===== src/hrb_pkg.sv =====
// Package with shared constants, types and codes of the hypercube router buffer.
package hrb_pkg;
  localparam int unsigned BufDepth    = 7;
  localparam int unsigned ProcBits    = 4;
  localparam int unsigned DimCount    = 12;
  localparam int unsigned PayloadBits = 32;

  localparam logic [1:0] OP_RECEIVE = 2'd0;
  localparam logic [1:0] OP_FORWARD = 2'd1;
  localparam logic [1:0] OP_INJECT  = 2'd2;
  localparam logic [1:0] OP_DELIVER = 2'd3;

  localparam logic [2:0] KIND_FORWARDED = 3'd0;
  localparam logic [2:0] KIND_REFERRED  = 3'd1;
  localparam logic [2:0] KIND_DELIVERED = 3'd2;
  localparam logic [2:0] KIND_ACCEPTED  = 3'd3;
  localparam logic [2:0] KIND_REJECTED  = 3'd4;

  typedef struct packed {
    logic [1:0]  op;
    logic [3:0]  dimension;
    logic [3:0]  processor;
    logic [15:0] address;
    logic [31:0] payload;
    logic        parity;
    logic        separator;
    logic        or_mode;
  } in_word_t;

  typedef struct packed {
    logic [2:0]  kind;
    logic [3:0]  port;
    logic [3:0]  processor_res;
    logic [15:0] address_res;
    logic [31:0] payload_res;
    logic        parity_res;
    logic        last;
  } out_word_t;

  typedef enum logic [1:0] {
    ST_IDLE,
    ST_SCAN,
    ST_EMIT,
    ST_COMPACT
  } exec_state_t;
endpackage


===== src/hrb_if.sv =====
// Valid/ready channel interface used for the input and result words.
interface hrb_in_if import hrb_pkg::*; ();
  logic     valid;
  logic     ready;
  in_word_t data;
  modport source (output valid, output data, input ready);
  modport sink (input valid, input data, output ready);
endinterface

interface hrb_out_if import hrb_pkg::*; ();
  logic      valid;
  logic      ready;
  out_word_t data;
  modport source (output valid, output data, input ready);
  modport sink (input valid, input data, output ready);
endinterface


===== src/hrb_front.sv =====
// Front end: accepts input words, masks fields and queues them in a short FIFO.
module hrb_front import hrb_pkg::*; #(
  parameter int unsigned PROC_BITS    = ProcBits,
  parameter int unsigned DIM_COUNT    = DimCount,
  parameter int unsigned PAYLOAD_BITS = PayloadBits
) (
  input  logic     clk,
  input  logic     rst_n,
  hrb_in_if.sink   in_ch,
  output logic     q_valid,
  output in_word_t q_data,
  input  logic     q_pop
);
  localparam int unsigned AddrBits = DIM_COUNT + PROC_BITS;

  in_word_t  fifo_r [2];
  logic      wptr_r, rptr_r;
  logic [1:0] cnt_r;
  in_word_t  masked;
  logic      push;

  always_comb begin
    masked = in_ch.data;
    for (int i = 0; i < 16; i++) begin
      if (i >= AddrBits) begin
        masked.address[i] = 1'b0;
      end
    end
    for (int i = 0; i < 32; i++) begin
      if (i >= PAYLOAD_BITS) begin
        masked.payload[i] = 1'b0;
      end
    end
  end

  assign in_ch.ready = (cnt_r != 2'd2);
  assign push        = in_ch.valid && in_ch.ready;
  assign q_valid     = (cnt_r != 2'd0);
  assign q_data      = fifo_r[rptr_r];

  always_ff @(posedge clk) begin
    if (push) begin
      fifo_r[wptr_r] <= masked;
    end
  end

  always_ff @(posedge clk) begin
    if (!rst_n) begin
      wptr_r <= 1'b0;
      rptr_r <= 1'b0;
      cnt_r  <= 2'd0;
    end else begin
      if (push) begin
        wptr_r <= ~wptr_r;
      end
      if (q_pop) begin
        rptr_r <= ~rptr_r;
      end
      cnt_r <= cnt_r + {1'b0, push} - {1'b0, q_pop};
    end
  end
endmodule


===== src/hrb_back.sv =====
// Back end: executes one queued word on the message store and emits result words.
module hrb_back import hrb_pkg::*; #(
  parameter int unsigned BUF_DEPTH    = BufDepth,
  parameter int unsigned PROC_BITS    = ProcBits,
  parameter int unsigned DIM_COUNT    = DimCount
) (
  input  logic        clk,
  input  logic        rst_n,
  input  logic [11:0] router_id,
  input  logic        q_valid,
  input  in_word_t    q_data,
  output logic        q_pop,
  hrb_out_if.source   out_ch
);
  localparam int unsigned ProcCount = 1 << PROC_BITS;
  localparam int unsigned PW        = PROC_BITS + 1;
  localparam int unsigned IW        = (BUF_DEPTH > 1) ? $clog2(BUF_DEPTH) : 1;
  localparam int unsigned NW        = $clog2(BUF_DEPTH + 1);

  logic [15:0] addr_r [BUF_DEPTH];
  logic [31:0] pay_r  [BUF_DEPTH];
  logic        par_r  [BUF_DEPTH];
  logic [BUF_DEPTH-1:0] valid_r, valid_nxt;

  exec_state_t state_r, state_nxt;
  in_word_t    cur_r;
  logic [PW-1:0] proc_r, proc_nxt;
  out_word_t   pend_r, pend_nxt;
  logic        pend_valid_r, pend_valid_nxt;
  out_word_t   obuf_r;
  logic        obuf_valid_r;

  logic [NW-1:0] used;
  logic          full;
  logic [4:0]    pos;
  logic          fwd_hit;
  logic [IW-1:0] fwd_idx;
  logic          dlv_found;
  logic [31:0]   dlv_acc;
  logic [BUF_DEPTH-1:0] dlv_clear;
  logic          pay_par;
  logic          in_ok;
  logic          obuf_free;
  logic          store_wr;
  logic          do_compact;
  logic          gap;
  logic [IW-1:0] hole_idx;

  assign obuf_free = !obuf_valid_r || out_ch.ready;
  assign out_ch.valid = obuf_valid_r;
  assign out_ch.data  = obuf_r;

  always_comb begin
    used = '0;
    for (int i = 0; i < BUF_DEPTH; i++) begin
      used = used + NW'(valid_r[i]);
    end
  end
  assign full = (used == NW'(BUF_DEPTH));
  assign pos  = 5'(DIM_COUNT - 1 + PROC_BITS) - 5'(cur_r.dimension);
  assign pay_par = ^cur_r.payload;
  assign in_ok = !full && cur_r.separator && (cur_r.parity == pay_par);

  always_comb begin
    fwd_hit = 1'b0;
    fwd_idx = '0;
    for (int i = BUF_DEPTH - 1; i >= 0; i--) begin
      if (valid_r[i] && addr_r[i][pos[3:0]]) begin
        fwd_hit = 1'b1;
        fwd_idx = IW'(i);
      end
    end
  end

  always_comb begin
    dlv_found = 1'b0;
    dlv_acc   = '0;
    dlv_clear = '0;
    for (int i = 0; i < BUF_DEPTH; i++) begin
      if (valid_r[i] && (addr_r[i] >> PROC_BITS) == 16'd0
          && addr_r[i][PROC_BITS-1:0] == proc_r[PROC_BITS-1:0]) begin
        if (cur_r.or_mode) begin
          dlv_acc = dlv_acc | pay_r[i];
          dlv_found = 1'b1;
          dlv_clear[i] = 1'b1;
        end else if (!dlv_found) begin
          dlv_acc = pay_r[i];
          dlv_found = 1'b1;
          dlv_clear[i] = 1'b1;
        end
      end
    end
  end

  always_comb begin
    state_nxt = state_r;
    case (state_r)
      ST_IDLE: begin
        if (q_valid) begin
          state_nxt = ST_SCAN;
        end
      end
      ST_SCAN: begin
        if (cur_r.op == OP_DELIVER) begin
          if (proc_r == PW'(ProcCount - 1) || !obuf_free) begin
            state_nxt = (proc_r == PW'(ProcCount - 1) && obuf_free) ? ST_EMIT : ST_SCAN;
          end
        end else begin
          state_nxt = ST_EMIT;
        end
      end
      ST_EMIT: begin
        if (!pend_valid_r || obuf_free) begin
          state_nxt = ST_COMPACT;
        end
      end
      ST_COMPACT: state_nxt = ST_IDLE;
      default: state_nxt = ST_IDLE;
    endcase
  end

  always_comb begin
    q_pop          = 1'b0;
    valid_nxt      = valid_r;
    proc_nxt       = proc_r;
    pend_nxt       = pend_r;
    pend_valid_nxt = pend_valid_r;
    store_wr       = 1'b0;
    do_compact     = 1'b0;
    case (state_r)
      ST_IDLE: begin
        q_pop = q_valid;
        proc_nxt = '0;
        pend_valid_nxt = 1'b0;
      end
      ST_SCAN: begin
        pend_nxt = '0;
        case (cur_r.op)
          OP_RECEIVE: begin
            if (full) begin
              pend_nxt.kind = KIND_REFERRED;
              pend_nxt.address_res = cur_r.address ^ 16'({4'd0, router_id} << PROC_BITS);
              if (DIM_COUNT + PROC_BITS < 16) begin
                pend_nxt.address_res = pend_nxt.address_res
                  & 16'((17'd1 << (DIM_COUNT + PROC_BITS)) - 17'd1);
              end
              pend_nxt.payload_res = cur_r.payload;
              pend_nxt.parity_res = cur_r.parity;
              pend_nxt.last = 1'b1;
              pend_valid_nxt = 1'b1;
            end else begin
              store_wr = 1'b1;
            end
          end
          OP_FORWARD: begin
            if (cur_r.dimension < 4'(DIM_COUNT) && fwd_hit) begin
              pend_nxt.kind = KIND_FORWARDED;
              pend_nxt.port = cur_r.dimension;
              pend_nxt.address_res = addr_r[fwd_idx];
              pend_nxt.address_res[pos[3:0]] = 1'b0;
              pend_nxt.payload_res = pay_r[fwd_idx];
              pend_nxt.parity_res = par_r[fwd_idx];
              pend_nxt.last = 1'b1;
              pend_valid_nxt = 1'b1;
              valid_nxt[fwd_idx] = 1'b0;
            end
          end
          OP_INJECT: begin
            pend_nxt.kind = in_ok ? KIND_ACCEPTED : KIND_REJECTED;
            pend_nxt.processor_res = cur_r.processor;
            pend_nxt.last = 1'b1;
            pend_valid_nxt = 1'b1;
            store_wr = in_ok;
          end
          default: begin
            pend_nxt = pend_r;
            if (obuf_free) begin
              if (dlv_found) begin
                valid_nxt = valid_r & ~dlv_clear;
                pend_nxt = '0;
                pend_nxt.kind = KIND_DELIVERED;
                pend_nxt.processor_res = 4'(proc_r);
                pend_nxt.address_res = 16'(proc_r[PROC_BITS-1:0]);
                pend_nxt.payload_res = dlv_acc;
                pend_valid_nxt = 1'b1;
              end
              proc_nxt = proc_r + PW'(1);
            end
          end
        endcase
      end
      ST_EMIT: begin
        if (!pend_valid_r || obuf_free) begin
          pend_valid_nxt = 1'b0;
        end
      end
      ST_COMPACT: do_compact = 1'b1;
      default: ;
    endcase
  end

  // The previous delivered word goes out when a newer one replaces it.
  always_ff @(posedge clk) begin
    if (!rst_n) begin
      obuf_valid_r <= 1'b0;
    end else if (state_r == ST_SCAN && cur_r.op == OP_DELIVER && obuf_free
                 && dlv_found && pend_valid_r) begin
      obuf_valid_r <= 1'b1;
      obuf_r <= pend_r;
    end else if (state_r == ST_EMIT && pend_valid_r && obuf_free) begin
      obuf_valid_r <= 1'b1;
      obuf_r <= pend_r;
      obuf_r.last <= 1'b1;
    end else if (out_ch.ready) begin
      obuf_valid_r <= 1'b0;
    end
  end

  // Compaction closes one gap per cycle; the state stays until the prefix is dense.
  always_comb begin
    gap = 1'b0;
    for (int i = 0; i < BUF_DEPTH - 1; i++) begin
      if (!valid_r[i] && valid_r[i+1]) begin
        gap = 1'b1;
      end
    end
  end

  always_comb begin
    hole_idx = '0;
    for (int i = BUF_DEPTH - 2; i >= 0; i--) begin
      if (!valid_r[i]) begin
        hole_idx = IW'(i);
      end
    end
  end

  always_ff @(posedge clk) begin
    if (state_r == ST_IDLE && q_valid) begin
      cur_r <= q_data;
    end
    pend_r <= pend_nxt;
    if (store_wr) begin
      addr_r[used[IW-1:0]] <= cur_r.address;
      pay_r[used[IW-1:0]]  <= cur_r.payload;
      par_r[used[IW-1:0]]  <= cur_r.parity;
    end
    if (do_compact && gap) begin
      for (int j = 0; j < BUF_DEPTH - 1; j++) begin
        if (IW'(j) >= hole_idx) begin
          addr_r[j] <= addr_r[j+1];
          pay_r[j]  <= pay_r[j+1];
          par_r[j]  <= par_r[j+1];
        end
      end
    end
  end

  always_ff @(posedge clk) begin
    if (!rst_n) begin
      state_r      <= ST_IDLE;
      valid_r      <= '0;
      proc_r       <= '0;
      pend_valid_r <= 1'b0;
    end else begin
      state_r      <= (do_compact && gap) ? ST_COMPACT : state_nxt;
      proc_r       <= proc_nxt;
      pend_valid_r <= pend_valid_nxt;
      if (store_wr) begin
        valid_r[used[IW-1:0]] <= 1'b1;
      end else if (do_compact) begin
        if (gap) begin
          for (int j = 0; j < BUF_DEPTH - 1; j++) begin
            if (IW'(j) >= hole_idx) begin
              valid_r[j] <= valid_r[j+1];
            end
          end
          valid_r[BUF_DEPTH-1] <= 1'b0;
        end
      end else begin
        valid_r <= valid_nxt;
      end
    end
  end
endmodule


===== src/hypercube_router_buffer.sv =====
// Top level of the hypercube router buffer.
// The in channel takes one operation word: receive, forward, inject or deliver.
// The out channel gives zero or more result words for it; last marks the final
// one. cfg_we with cfg_wdata loads router_id, which is zero after reset.
// A word passes the front FIFO (two entries), then the executor reads and
// updates the message store, one word at a time. The executor takes the word,
// scans it, hands the result to the output register and then compacts the
// store. Deliver scans every processor number, one per cycle while the output
// register is free. Compaction repeats while kept messages must move down.
// Synchronous reset empties the buffer, the front FIFO and the output register.
// When the receiver stalls, results wait in the output register and the
// executor holds; the FIFO keeps taking words until it is full.
module hypercube_router_buffer import hrb_pkg::*; #(
  parameter int unsigned BUF_DEPTH    = BufDepth,
  parameter int unsigned PROC_BITS    = ProcBits,
  parameter int unsigned DIM_COUNT    = DimCount,
  parameter int unsigned PAYLOAD_BITS = PayloadBits
) (
  input  logic        clk,
  input  logic        rst_n,
  hrb_in_if.sink      in_ch,
  hrb_out_if.source   out_ch,
  input  logic        cfg_we,
  input  logic [11:0] cfg_wdata
);
  logic [11:0] router_id_r;
  logic        q_valid, q_pop;
  in_word_t    q_data;

  always_ff @(posedge clk) begin
    if (!rst_n) begin
      router_id_r <= '0;
    end else if (cfg_we) begin
      router_id_r <= cfg_wdata;
    end
  end

  hrb_front #(
    .PROC_BITS(PROC_BITS), .DIM_COUNT(DIM_COUNT), .PAYLOAD_BITS(PAYLOAD_BITS)
  ) u_front (
    .clk, .rst_n, .in_ch, .q_valid, .q_data, .q_pop
  );

  hrb_back #(
    .BUF_DEPTH(BUF_DEPTH), .PROC_BITS(PROC_BITS), .DIM_COUNT(DIM_COUNT)
  ) u_back (
    .clk, .rst_n, .router_id(router_id_r), .q_valid, .q_data, .q_pop, .out_ch
  );
endmodule

===== src/flat_wrapper.sv =====
// flat-port wrapper written by rule: the top's interface ports become plain ports
module hypercube_router_buffer_flat import hrb_pkg::*;
#(
  parameter int unsigned BUF_DEPTH    = BufDepth,
  parameter int unsigned PROC_BITS    = ProcBits,
  parameter int unsigned DIM_COUNT    = DimCount,
  parameter int unsigned PAYLOAD_BITS = PayloadBits
)
  (clk, rst_n, cfg_we, cfg_wdata, in_ch_valid, in_ch_data, in_ch_ready, out_ch_valid, out_ch_data, out_ch_ready);
  hrb_in_if in_ch_i ();
  hrb_out_if out_ch_i ();
  input  logic clk;
  input  logic rst_n;
  input  logic cfg_we;
  input  logic [11:0] cfg_wdata;
  input wire logic [$bits(in_ch_i.valid)-1:0] in_ch_valid;
  input wire logic [$bits(in_ch_i.data)-1:0] in_ch_data;
  output wire logic [$bits(in_ch_i.ready)-1:0] in_ch_ready;
  output wire logic [$bits(out_ch_i.valid)-1:0] out_ch_valid;
  output wire logic [$bits(out_ch_i.data)-1:0] out_ch_data;
  input wire logic [$bits(out_ch_i.ready)-1:0] out_ch_ready;
  assign in_ch_i.valid = in_ch_valid;
  assign in_ch_i.data = in_ch_data;
  assign in_ch_ready = in_ch_i.ready;
  assign out_ch_valid = out_ch_i.valid;
  assign out_ch_data = out_ch_i.data;
  assign out_ch_i.ready = out_ch_ready;
  hypercube_router_buffer #(.BUF_DEPTH(BUF_DEPTH), .PROC_BITS(PROC_BITS), .DIM_COUNT(DIM_COUNT), .PAYLOAD_BITS(PAYLOAD_BITS)) u_core (.clk(clk), .rst_n(rst_n), .in_ch(in_ch_i), .out_ch(out_ch_i), .cfg_we(cfg_we), .cfg_wdata(cfg_wdata));
endmodule

===== config.mk =====
export PLATFORM = sky130hd
export DESIGN_NAME = hypercube_router_buffer_flat
export DESIGN_NICKNAME = d
export VERILOG_FILES = /design/src/hrb_pkg.sv /design/src/hrb_if.sv /design/src/hrb_front.sv /design/src/hrb_back.sv /design/src/hypercube_router_buffer.sv /design/src/flat_wrapper.sv
export SDC_FILE = /design/constraint.sdc
export NUM_CORES = 1
export LEC_CHECK = 0
export BUFFER_PORTS_ARGS = -buffer_cell sky130_fd_sc_hd__clkbuf_2
export CORE_UTILIZATION = 50
export CTS_CLUSTER_SIZE = 16
export DETAILED_ROUTE_END_ITERATION = 8
export MAX_ROUTING_LAYER = met4
export PLACE_DENSITY = 0.69
export SYNTH_ARGS = -nofsm -noshare
export SYNTH_HDL_FRONTEND = slang
export SYNTH_SLANG_ARGS = --single-unit

===== constraint.sdc =====
create_clock -name clk -period 11.3 [get_ports clk]
set_clock_uncertainty 0.1 [all_clocks]
set_input_delay 1.13 -clock clk [delete_from_list [all_inputs] [get_ports clk]]
set_output_delay 1.13 -clock clk [all_outputs]
set_load 0.005 [all_outputs]

==> results of run 1 <==
## power groups by stage
stage	clock network, mW	registers [mW]	logic, mW
2_1_floorplan	0	3.57	1.72
3_3_place_gp	0	3.70	2.40
3_5_place_dp	0	3.71	2.45
4_1_cts	2.53	3.66	2.47
5_1_grt	2.62	3.69	2.66
6_report	2.51	3.67	2.51
## through the flow
| stage | hold WS (ps) | util (%) | instance area (um2) | total power, mW |
|---|---|---|---|---|
| after detailed placement | 305 | 53.0 | 34400 | 6.16 |
| after global placement | 301 | 53.0 | 34400 | 6.10 |
| after floorplan | 300 | - | 33000 | 5.29 |
| after CTS | 318 | 56.9 | 36900 | 8.65 |
| after global routing | 322 | 56.9 | 36900 | 8.98 |
| final | 314 | 56.9 | 36900 | 8.69 |
## synthesized netlist by cell type (all sizes together) (38+ instances only)
library cell,n
edfxtp,657
a21oi,341
nor2,340
nand2,171
clkbuf,149
mux2i,119
nor3,114
nand3,88
inv,72
buf,67
mux2,65
a221o,64
o21ai,61
a22oi,55
nor4,51
o211ai,44
xnor2,43
o32ai,38
## critical path: stages (launching register included)
cell     delay, ps
dfxtp_1        610
fa_1           500
inv_1           90
fa_1           420
fa_1           410
fa_1           710
nor3_1         130
and2b_1        270
nand3_1        130
mux2i_4        260
o21ai_2         90
buf_4          230
o31ai_4       1040
buf_4          700
## worst paths after layout
check                                              start                             to  slack, ps  depth (start not counted)
worst max register to register  u_core.u_back.valid_r[1]     u_core.u_back.pay_r[4][15]       5210                         13
worst min register to register  u_core.u_back.pend_r[10]  u_core.u_back.out_ch.data[10]        310                          0
worst max-delay path            u_core.u_back.valid_r[1]     u_core.u_back.pay_r[4][15]       5210                         13
worst min-delay path            u_core.u_back.pend_r[10]  u_core.u_back.out_ch.data[10]        310                          0
## area by class of cell
type	instances	area [um2]	area share, %
flip-flops and latches	689	20400	55.3
clock buffers	91	1940	5.26
repair buffers	184	1030	2.80
inverters	73	274	0.743
well taps	855	1070	2.90
clock inverters	45	538	1.46
multi-input cells	1850	11600	31.6
## kinds of logic (layout without fill, tap and decap cells)
group	Yosys count	count (layout)	share of synthesized area (%)
fa+ha+maj	12	12	0.547
compound gates	734	734	14.7
simple gates	835	835	11.3
xor+xnor	76	76	2.13
mux	184	184	5.87
other cells	1	9	0.0114
flops	689	689	61.8
buf+inv	291	393	3.61
## routing by layer
layer / vias to the layer above / share of wire, % / wire [um]
met5: - / 0 / 0
met3: 298 / 12 / 13000
met2: 1763 / 44 / 46100
li1: 10838 / - / -
met1: 12189 / 40 / 41600
met4: 0 / 3.7 / 3910
## registers in the layout (all words and copies together) (netlist names), 2 cells and up
register	cells
u_core.u_back.pay_r	224
u_core.u_back.out_ch.data	61
u_core.u_back.cur_r	61
u_core.u_front.cnt_r	2
u_core.u_back.proc_r	5
u_core.u_back.addr_r	121
u_core.router_id_r	12
u_core.u_back.valid_r	7
u_core.u_back.state_r	2
u_core.u_back.par_r	7
u_core.u_back.pend_r	61
u_core.u_front.fifo_r	122
==> results.yml, run 1 <==
setup_path:
  critPathLaunchType: "flop"
  path_class: "flop to flop"
  end_kind: "flop"
  path_max_fanout: 35
  cp.arrival_ps: 6250
  cp_data_required_time_ps: 11460
yosys:
  synth-edff-count: 657
  netlist_area_mm2: 0.0329
  yosysUniqueCellTypes: 82
  ys_warn_count: 0
  synth.top_cell.area_share_pct: 59.9
  synth_area_leaders: "edfxtp_1 (60%), a21oi_1 (5.2%), nor2_1 (3.9%), mux2i_1 (3.6%), mux2_2 (2.2%)"
  synth_top_area_cell: "edfxtp_1"
  async_flop_share_pct: 0
  synth_ff_type: "edfxtp_1"
  ys_seq_area_share_pct: 61.8
  syn_inst: 2822
  postSynthAreaPerCell_um2: 11.7
  ys_seq_elements: 689
power:
  p_int_mw: 5.75
  combPwrFrac_pct: 28.9
  clkPwrFrac_pct: 28.9
  peakVddDrop_mv: 0.279
  p_switching_mw: 2.94
  seq_power_share_pct: 42.2
  p_leak_nw: 12.5
  pwr_density_cell_mw_per_mm2: 236
  netSwitchingFraction_pct: 33.8
run_status:
  status: "finished, final reports clean"
finish:
  fillCellCount: 5236
  finalNonFillerCells: 3787
  drive_above_1_share_pct: 13.8
  area_growth_pct: 11.9
  nets: 2961
  antenna_cells: 0
  mostFrequentLayoutCell: "edfxtp_1"
  layout_common_cells: "edfxtp_1 (657), a21oi_1 (338), nor2_1 (332)"
placement:
  dp_hpwl_mm: 64.8
  gp_congestion: 0.982
  pre_cts_ws_ps: 5270
  placed_cells: 3651
  port_buffers: 140
timing:
  min_period_over_period_pct: 53.9
  period_minus_slack_ps: 6090
  slew_headroom_pct: 16.7
  setup_slack_ps: 5210
  max_freq_mhz: 164
  rsz0062_at_grt: "false"
  finalSetupTns_ps: 0
  setup_viol: 0
  finalHoldViolations: 0
  maxSlewViolCount: 0
  worstMarginPinSlew_ps: 1250
global_routing:
  grt_util_met1_pct: 43.2
  grt_pass1_wl_mm: 154
  grt_use_met2_pct: 46.2
  globalRouteOverflowTotal: 0
  gr-max-usage-layer: "met2"
  antenna_found_initial: 0
  use_met3_pct: 8.06
  grt_pass1_vias: 24268
  grt_use_total_pct: 31.9
  grt_max_degree: 99
clock_tree:
  clock_latency_ps: 640
  cts.sinks: 689
  cts-resized-gates: 0
  cts_hold_buffers: 0
  cts.clk_slew.worst_paths_ps: 60
  cts_tree: "done"
  cts_root_buffer: "clkbuf_16"
  cts_buffer_depth: 3
  postCtsSetupRepairBufs: 0
  htree_levels: 3
  cts_inserted_buffers: 73
floorplan:
  rows: 93
  die_y_um: 259
  initial_core_util_pct: 50.8
  io_pins: 141
  fp.dieW_um: 259
  core_mm2: 0.0648
  die-area_mm2: 0.0669
run:
  drv_cap: 0
route:
  drc: 0
  drtIter0Drc: 3512
  avgViaCountPerCell: 6.62
  wl_per_cell_um: 27.6
  ant_nets: 0
  routed_wl_mm: 105
  drt-pass1-iter-count: 8
  via_count: 25088
hold_path:
  hold_class: "flop to flop"
(Power assumes the default switching activity.)
==> run 2, diff against run 1 <==
Settings changed: ABC_AREA set to 1, PLACE_DENSITY 0.69 to 0.71.
Clock period 11.3 ns to 5.2 ns, I/O delays scaled along.
==> run 2 against run 1 <==
Non-clock buffer count up 85; register-to-register slack worse by 4700 ps; final area rose by 12%; combinational power up 140%; hold slack got worse by 300 ps; critical path depth increased by 1; sequential cell count increased by 40; global-route usage down 1.6 points; first-iteration DRC count is 18% higher; largest power group unchanged; largest cell class unchanged; sequential power increased by 130%; area after synthesis rose by 9.8%.
==> results.yml, run 2 <==
setup_path:
  rrSetupSlack_ps: 530
  crit_chain: "fa_1 -> inv_1 -> fa_1 -> fa_1 -> fa_1 -> nor2_1 -> nand2_1 -> and2_1 -> nand3_1 -> nand2_1 -> nand2_1 -> buf_4 -> a2bb2oi_4 -> buf_12"
  reg2reg_from: "u_core.u_back.valid_r[3]"
  cp_data_required_time_ps: 5390
  path_class: "flop to flop"
  critPathMaxStageDelay_ps: 660
  slowest_stage: "fa_1"
  end_kind: "flop"
  path_max_fanout: 49
  critical_path.most_common_cell: "fa_1"
  worst_r2r_endpoint: "u_core.u_back.pay_r[3][1]"
  critPathLaunchType: "flop"
  reg2reg_depth: 14
  cp.arrival_ps: 4860
global_routing:
  antenna_found_initial: 2
  globalRouteOverflowTotal: 0
  grt_max_degree: 99
  grt_pass1_wl_mm: 164
  grt_use_total_pct: 30.2
  grt_pass1_vias: 27734
clock_tree:
  cts.clk_slew.worst_paths_ps: 70
  clock_latency_ps: 660
  cts.sinks: 729
  cts-resized-gates: 0
  htree_levels: 3
  cts_inserted_buffers: 78
  cts_buffer_depth: 3
  cts_root_buffer: "clkbuf_16"
  cts_tree: "done"
yosys:
  synth_top_area_cell: "edfxtp_1"
  synth.top_cell.area_share_pct: 57.8
  ys_warn_count: 0
  yosysMostFrequentCell: "nand2_1"
  postSynthAreaPerCell_um2: 9.12
  ys_seq_area_share_pct: 59.6
  async_flop_share_pct: 0
  yosysUniqueCellTypes: 45
  synth-edff-count: 697
  synth_ff_type: "edfxtp_1"
  ys_seq_elements: 729
  ys_top_cells_by_count: "nand2_1 (1,082), edfxtp_1 (697), o21ai_0 (508)"
  netlist_area_mm2: 0.0362
  synth_area_leaders: "edfxtp_1 (58%), nand2_1 (11%), o21ai_0 (7.0%), inv_1 (5.1%), nand3_1 (3.4%)"
  syn_inst: 3968
timing:
  period_minus_slack_ps: 4670
  maxSlewViolCount: 0
  setup_slack_ps: 530
  setup_viol: 0
  finalHoldViolations: 0
  min_period_over_period_pct: 89.8
  max_freq_mhz: 214
  rsz0062_at_grt: "false"
  slew_headroom_pct: 13.7
  worstMarginPinSlew_ps: 1290
route:
  avgViaCountPerCell: 5.73
  ant_nets: 0
  drc: 0
  routed_wl_mm: 109
  wl_per_cell_um: 21.1
  drt-pass1-iter-count: 7
  drtIter0Drc: 4143
  via_count: 29632
floorplan:
  die-area_mm2: 0.0735
  initial_core_util_pct: 50.5
  core_mm2: 0.0716
  io_pins: 141
  fp.dieW_um: 271
  die_y_um: 271
  rows: 98
placement:
  dp_hpwl_mm: 67.2
  pre_cts_ws_ps: 631
  port_buffers: 140
  gp_congestion: 0.983
  placed_cells: 4962
hold_path:
  min_from: "cfg_wdata[7]"
  min_path_cells: 3
  hold_class: "input pin to flop"
  hold_path_end: "u_core.router_id_r[7]"
run_status:
  status: "finished, final reports clean"
finish:
  fillCellCount: 6199
  layout_common_cells: "nand2_1 (1,077), edfxtp_1 (697), o21ai_0 (506)"
  regMostFlops: "u_core.u_back.pay_r"
  mostFrequentLayoutCell: "nand2_1"
  finalNonFillerCells: 5174
  largest_reg_flops: 256
  drive_above_1_share_pct: 9.62
  nets: 4248
  reg_top3: "u_core.u_back.pay_r x256, u_core.u_back.addr_r x128, u_core.u_front.fifo_r x122"
  area_growth_pct: 14.5
power:
  pwr_density_cell_mw_per_mm2: 488
  p_leak_nw: 16.5
  peakVddDrop_mv: 0.323
run:
  drv_cap: 0
run 2: changes by cell type in the layout (fill, tap and decap cells not counted), moves of 46 or more:
cell	previous run	this run
nand2_1	170	1077
o21ai_0	46	506
inv_1	71	494
a21oi_1	338	79
nand3_1	88	245
nor2_1	332	190
mux2i_1	118	0
nor3_1	112	21
dlygate4sd3_1	0	66
mux2_2	65	0
a221o_1	64	0
a22oi_1	55	3
nand3b_1	4	56
o22ai_1	10	56
run 2: metrics by stage:
step	hold WS (ps)	cell area, um2	setup TNS [ps]	utilization (%)	power (mW)
final	19.0	41400	0	57.9	20.2
after global routing	22.1	41400	0	57.9	21.2
after CTS	2.78	41400	0	57.9	20.2
after detailed placement	305	38100	0	53.3	14.5
after global placement	303	38100	0	53.3	14.3
after floorplan	300	36400	-117050	-	12.4
run 2: area by class of cell:
type	instances	area, um2	area share (%)
Clock inverter	48	573	1.38
Multi-Input combinational cell	2569	12100	29.3
Timing Repair Buffer	269	1980	4.79
Sequential cell	729	21600	52.1
Antenna cell	2	5.00	0.0121
Tap cell	950	1190	2.87
Inverter	511	1920	4.63
Clock buffer	96	2060	4.97
run 2: kinds of logic (layout without fill, tap and decap cells):
logic type | after synthesis | after routing | share of synthesized area [%]
XOR/XNOR | 35 | 35 | 0.847
adder cells (fa/ha/maj) | 12 | 12 | 0.498
AO/OA/AOI/OAI | 773 | 773 | 11.3
buffers and inverters | 718 | 924 | 7.86
AND/OR/NAND/NOR | 1700 | 1700 | 19.9
flip-flops | 729 | 729 | 59.6
other | 1 | 51 | 0.0104
run 2: timing repair:
action / 4_1_cts / 5_1_grt
buffers inserted: 0 / 0
hold endpoints to repair: 127 / 0
hold buffers: 66 / 0
run 2: how the worst max path moves through the flow:
stage,endpoint,from
after floorplan,u_core.u_back.addr_r[5][0],u_core.u_back.valid_r[0]
after global placement,u_core.u_back.pay_r[1][1],u_core.u_back.valid_r[3]
after detailed placement,u_core.u_back.addr_r[3][10],u_core.u_back.valid_r[3]
after CTS,u_core.u_back.addr_r[3][12],u_core.u_back.valid_r[3]
after global routing,u_core.u_back.pay_r[1][15],u_core.u_back.valid_r[3]
final,u_core.u_back.pay_r[3][1],u_core.u_back.valid_r[3]
run 2: power breakdown:
| group | internal [mW] | total, mW | switching, mW |
|---|---|---|---|
| clock network | 3.26 | 5.70 | 2.44 |
| registers | 8.00 | 8.52 | 0.520 |
| logic | 1.69 | 6.01 | 4.32 |
run 2: metal layers:
metal | track usage [%] | up-vias | part of all wire (%) | wire (um)
li1 | - | 13704 | - | -
met1 | 41.8 | 13798 | 41 | 44400
met2 | 44.2 | 1854 | 44 | 47700
met3 | 6.22 | 276 | 13 | 13700
met4 | 10.7 | 0 | 3.2 | 3440
met5 | - | - | 0 | 0
run 2: worst max-delay path: cells and delay by family, from the launching register on:
kind | cells | cell delay (ps)
and+or+nand+nor | 6 | 760
DFF | 1 | 540
buffers and inverters | 3 | 740
AOI/OAI and AO/OA | 1 | 170
adders and majority gates | 4 | 1960
